===== src/design/qrp_sqrt_cell.sv =====
`timescale 1ns / 1ps
// ----------------------------------------------------------------------------
// qrp_sqrt_cell
// One bit step of a restoring integer square root, registered, with a
// side-band word carried alongside.
// ----------------------------------------------------------------------------
module qrp_sqrt_cell #(
  parameter int unsigned BITPOS = 0,
  parameter int unsigned SIDE_W = 1
) (
  input  logic              clk,
  input  logic              rst_n,
  input  logic              en,
  input  logic              vld_in,
  input  logic [61:0]       rem_in,
  input  logic [30:0]       root_in,
  input  logic [SIDE_W-1:0] side_in,
  output logic              vld_out,
  output logic [61:0]       rem_out,
  output logic [30:0]       root_out,
  output logic [SIDE_W-1:0] side_out
);

  logic              vld_r;
  logic [61:0]       rem_r;
  logic [30:0]       root_r;
  logic [SIDE_W-1:0] side_r;
  logic [30:0]       trial;
  logic [62:0]       trial_sq;

  // Try setting this root bit; keep it when its square still fits
  assign trial    = root_in | (31'd1 << BITPOS);
  assign trial_sq = ({32'd0, root_in} << (BITPOS + 1))
                  + (63'd1 << (2 * BITPOS));

  always_ff @(posedge clk) begin
    if (!rst_n) begin
      vld_r <= 1'b0;
    end else if (en) begin
      vld_r <= vld_in;
    end
    if (en) begin
      side_r <= side_in;
      if ({1'b0, rem_in} >= trial_sq) begin
        rem_r  <= 62'({1'b0, rem_in} - trial_sq);
        root_r <= trial;
      end else begin
        rem_r  <= rem_in;
        root_r <= root_in;
      end
    end
  end

  assign vld_out  = vld_r;
  assign rem_out  = rem_r;
  assign root_out = root_r;
  assign side_out = side_r;

endmodule


===== config.mk =====
export PLATFORM = sky130hd
export DESIGN_NAME = qrp_sqrt_cell
export DESIGN_NICKNAME = d
export VERILOG_FILES = /design/src/design/qrp_sqrt_cell.sv
export SDC_FILE = /design/constraint.sdc
export NUM_CORES = 1
export LEC_CHECK = 0
export BUFFER_PORTS_ARGS = -buffer_cell sky130_fd_sc_hd__buf_2
export CORE_ASPECT_RATIO = 1.75
export CORE_UTILIZATION = 47
export CTS_CLUSTER_SIZE = 20
export DETAILED_ROUTE_END_ITERATION = 8
export PLACE_DENSITY = 0.78
export SYNTH_ARGS = -nofsm -noshare
export SYNTH_HDL_FRONTEND = slang
export SYNTH_SLANG_ARGS = --single-unit
export TNS_END_PERCENT = 30

===== constraint.sdc =====
create_clock -name clk -period 2.6 [get_ports clk]
set_clock_uncertainty 0.15 [all_clocks]
set_input_delay 0 -clock clk [delete_from_list [all_inputs] [get_ports clk]]
set_output_delay 0 -clock clk [all_outputs]
set_load 0.01 [all_outputs]

==> results.md <==
| Item | Value | Unit |
|---|---|---|
| Run status | complete, but fails checks | - |
| Violated checks | negative hold slack | - |
| Critical Path End Type | register | - |
| Top flip-flop cell by instance count after synthesis | sky130_fd_sc_hd__edfxtp_1 | - |
| Critical Path Source Type | input port | - |
| Average size of a mapped cell | 10.1 | sq um |
| Clock-pin slew of the registers on the worst-case setup and hold paths | 0.07 | ns |
| Crit path time final | 2.59 | ns |
| Placeable core region | 12500 | sq um |
| Die ar. | 13400 | sq um |
| Worst hold slack | -0.0127 | ns |
| Number of iterations in the first detailed-routing pass | 5 | - |
| Clock tree from TritonCTS | built | - |
| RSZ-0062 raised after global routing | yes | - |
| Util after Layout | 0.795 | - |
| Actual slew at the worst max-slew pin | 0.629 | ns |
| Total grt overflow | 0 | - |
| Overall routed net length | 22600 | um |
| Estimated wirelength of the detail-placed design | 15200 | um |
| Routed WL per cell | 18.8 | um |
| Clock buffer depth | 2 | - |
| DIE WIDTH | 87.9 | um |
| Max-slew violation total from the final report | 0 | - |
| Maximum clock frequency | 0.385 | GHz |
| TritonCTS sink count | 95 | - |
| Leakage power of the design | 4.33 | nW |
| # diodes | 0 | - |
| Number of synthesized register bits | 95 | - |
| Distinct cells, synth | 58 | - |
| Root Driver | sky130_fd_sc_hd__clkbuf_16 | - |
| Worst Path Required | 2.55 | ns |
| Final critical-path share of the clock period | 0.998 | - |
| Hold WC Path Type | input port to register | - |
| Area taken by flip-flops and latches | 2840 | sq um |
| Synth async-reset ratio | 0 | - |
| Signal arrival time at the worst endpoint | 2.54 | ns |
| Fraction of the yosys area taken by sequential cells | 0.468 | - |
| Most common cell after layout, fill and taps aside | sky130_fd_sc_hd__buf_2 | - |
| Die Span Y | 152 | um |
| Remaining DRCs | 0 | - |
| Number of nets still failing antenna checks after routing | 0 | - |
| Pwr dens | 478 | nW/um^2 |
| Max-cap viol count | 0 | - |
| Vias post-DR | 6657 | - |
| Weighted congestion reported at the end of routability-driven placement | 0.916 | - |
| Post-synthesis instance area | 6070 | sq um |
| Number of input and output port buffers inserted | 192 | - |
| Critical path class | input port to register | - |
| Initial core utilization | 0.486 | - |
| Synthesis-to-layout area growth | 63.7 | % |
| Number of buffers created by CTS | 9 | - |
| Fill cells | 751 | - |
| Worst skew pair latency | 0.35 | ns |
| Top Ports | 193 | - |
| Number of warnings issued by yosys | 0 | - |
| Count of flip-flops with a built-in enable after synthesis | 94 | - |
| Worst supply voltage drop on vdd | 0.355 | mV |
| Synthesized net count | 730 | - |
| Endpoints failing hold | 1 | - |
| Maximum fanout along the worst path | 6 | - |
| Antenna violations before repair | 0 | - |
| Wire length of the first global-routing pass | 34400 | um |
| Vias in the first global route | 7178 | - |
| Fraction of layout instances using a drive strength above 1 | 0.397 | - |
| Per-cell via count in the routed design | 5.53 | - |
| Number of setup violations in the final report | 0 | - |
| # rows | 54 | - |
| Net count, final | 1162 | - |
| Most used cells in the layout excluding fill and tap cells | 188 x sky130_fd_sc_hd__buf_2, 146 x sky130_fd_sc_hd__buf_4, 96 x sky130_fd_sc_hd__dlygate4sd3_1, 94 x sky130_fd_sc_hd__edfxtp_1, 62 x sky130_fd_sc_hd__a21oi_1 | - |
| Number of cells produced by synthesis | 599 | - |
| Maximum number of pins on one net before global-route repair | 54 | - |
| All-layer global routing usage | 0.337 | - |
| Max-slew headroom at the worst pin | 0.581 | - |
| Multi-input gate area in the final layout | 3320 | sq um |
| Number of DRC markers after the initial detailed-route iteration | 414 | - |
| CTS H-tree depth | 3 | - |
==> critical path, cell delays in order <==
cell and delay [ns]:
sky130_fd_sc_hd__buf_8 0.08, sky130_fd_sc_hd__inv_4 0.03, sky130_fd_sc_hd__ha_4 0.28, sky130_fd_sc_hd__ha_4 0.12
sky130_fd_sc_hd__nand4bb_1 0.18, sky130_fd_sc_hd__nor4_4 0.38, sky130_fd_sc_hd__nand4_1 0.20, sky130_fd_sc_hd__o41ai_4 0.33
sky130_fd_sc_hd__a31oi_4 0.12, sky130_fd_sc_hd__a221o_2 0.43, sky130_fd_sc_hd__nor4_2 0.30, sky130_fd_sc_hd__xor2_1 0.10
==> layer usage <==
metal | wire, um | vias to the layer above | part of all wire | GRT usage
li1 | - | 3070 | - | -
met1 | 7450 | 3118 | 0.33 | 0.325
met2 | 12600 | 357 | 0.56 | 0.631
met3 | 1090 | 112 | 0.048 | 0.0498
met4 | 1480 | 0 | 0.065 | 0.221
met5 | 0 | - | 0 | 0
==> cells in the mapped netlist, types with 2 or more instances <==
cell                        count  share of area
sky130_fd_sc_hd__xnor2_1       35          0.050
sky130_fd_sc_hd__o21ai_0       27          0.022
sky130_fd_sc_hd__edfxtp_1      94           0.46
sky130_fd_sc_hd__a221oi_1       2         0.0029
sky130_fd_sc_hd__nand2_1       52          0.032
sky130_fd_sc_hd__nor2_1        52          0.032
sky130_fd_sc_hd__and2_1         4         0.0041
sky130_fd_sc_hd__a21boi_0       3         0.0037
sky130_fd_sc_hd__o21bai_1       7         0.0087
sky130_fd_sc_hd__a21oi_1       65          0.054
sky130_fd_sc_hd__a221o_1        2         0.0033
sky130_fd_sc_hd__a2111oi_4      2         0.0091
sky130_fd_sc_hd__a211oi_1       6         0.0074
sky130_fd_sc_hd__nand3_1       17          0.014
sky130_fd_sc_hd__nor3b_1        2         0.0025
sky130_fd_sc_hd__nand4_1       15          0.015
sky130_fd_sc_hd__nor2b_1        7         0.0072
sky130_fd_sc_hd__a31oi_1        2         0.0021
sky130_fd_sc_hd__nor4_1        10          0.010
sky130_fd_sc_hd__nand2b_1       2         0.0021
sky130_fd_sc_hd__clkbuf_1       9         0.0056
sky130_fd_sc_hd__o21a_1         2         0.0025
sky130_fd_sc_hd__nor3_1        12         0.0099
sky130_fd_sc_hd__nand4b_1       3         0.0043
sky130_fd_sc_hd__nor4_2         5          0.010
sky130_fd_sc_hd__o211ai_1       4         0.0049
sky130_fd_sc_hd__ha_1          32          0.066
sky130_fd_sc_hd__and3_1         3         0.0031
sky130_fd_sc_hd__or4_1          4         0.0049
sky130_fd_sc_hd__o221ai_1       2         0.0029
sky130_fd_sc_hd__buf_2          5         0.0041
sky130_fd_sc_hd__a21o_1        14          0.017
sky130_fd_sc_hd__inv_1         42          0.026
sky130_fd_sc_hd__xor2_1        26          0.038
sky130_fd_sc_hd__or3_1          7         0.0072
==> power by group <==
group	internal (mW)	switching, mW	total [mW]
Clock	0.672	0.658	1.33
Sequential	1.89	0.0469	1.94
Combinational	0.718	0.763	1.48
Total	3.28	1.47	4.75
==> sequential cells by signal, indices dropped and copies added, names as in the netlist <==
register and count:
side_out 1, rem_out 62, root_out 31, vld_out 1
==> cell type report <==
cell class                      count  area share
Clock buffer                        9      0.0227
Clock inverter                      7     0.00642
Inverter                           42      0.0174
Multi-Input combinational cell    446       0.334
Sequential cell                    95       0.286
Tap cell                          168      0.0212
Timing Repair Buffer              437       0.313
==> path summary, 6_finish.rpt <==
| check | from | endpoint | slack [ns] | cells after the start |
|---|---|---|---|---|
| worst max register to register | vld_out | vld_out | 1.29 | 3 |
| worst min register to register | vld_out | vld_out | 0.93 | 3 |
| worst max-delay path | root_in[0] | rem_out[50] | 0.006 | 12 |
| worst min-delay path | rem_in[59] | rem_out[60] | -0.01 | 4 |
==> cells by family (layout without fill, tap and decap cells) <==
family	count (synthesis)	in the layout	synth area share
adders and majority gates	33	33	0.0692
muxes	1	1	0.00165
and+or+nand+nor	202	202	0.172
xor gates and xnor gates	61	61	0.0880
DFF	95	95	0.468
buffers and inverters	58	495	0.0387
AOI/OAI and AO/OA	149	149	0.162
==> per-stage QoR <==
stage                     cells  total power [mW]  setup TNS, ns  setup WS, ns  area (sq um)
after CTS                  1199              4.64       -0.00392      -0.00392          9730
after global placement     1087              3.20         -21.24        -0.470          8420
after global routing       1204              4.92         -0.541        -0.126          9940
after floorplan             599              2.58         -0.133       -0.0256          6220
after detailed placement   1087              3.22         -26.11        -0.647          8420
final                      1204              4.75              0       0.00580          9940
==> timing repair <==
action / in CTS / in global routing
setup endpoints to repair: 48 / 54
buffers inserted: 0 / 6
hold buffers: 96 / 0
pin swaps: 2 / 12
hold endpoints to repair: 93 / 0
resized for setup: 10 / 35
Power figures use the tool's default switching activity.
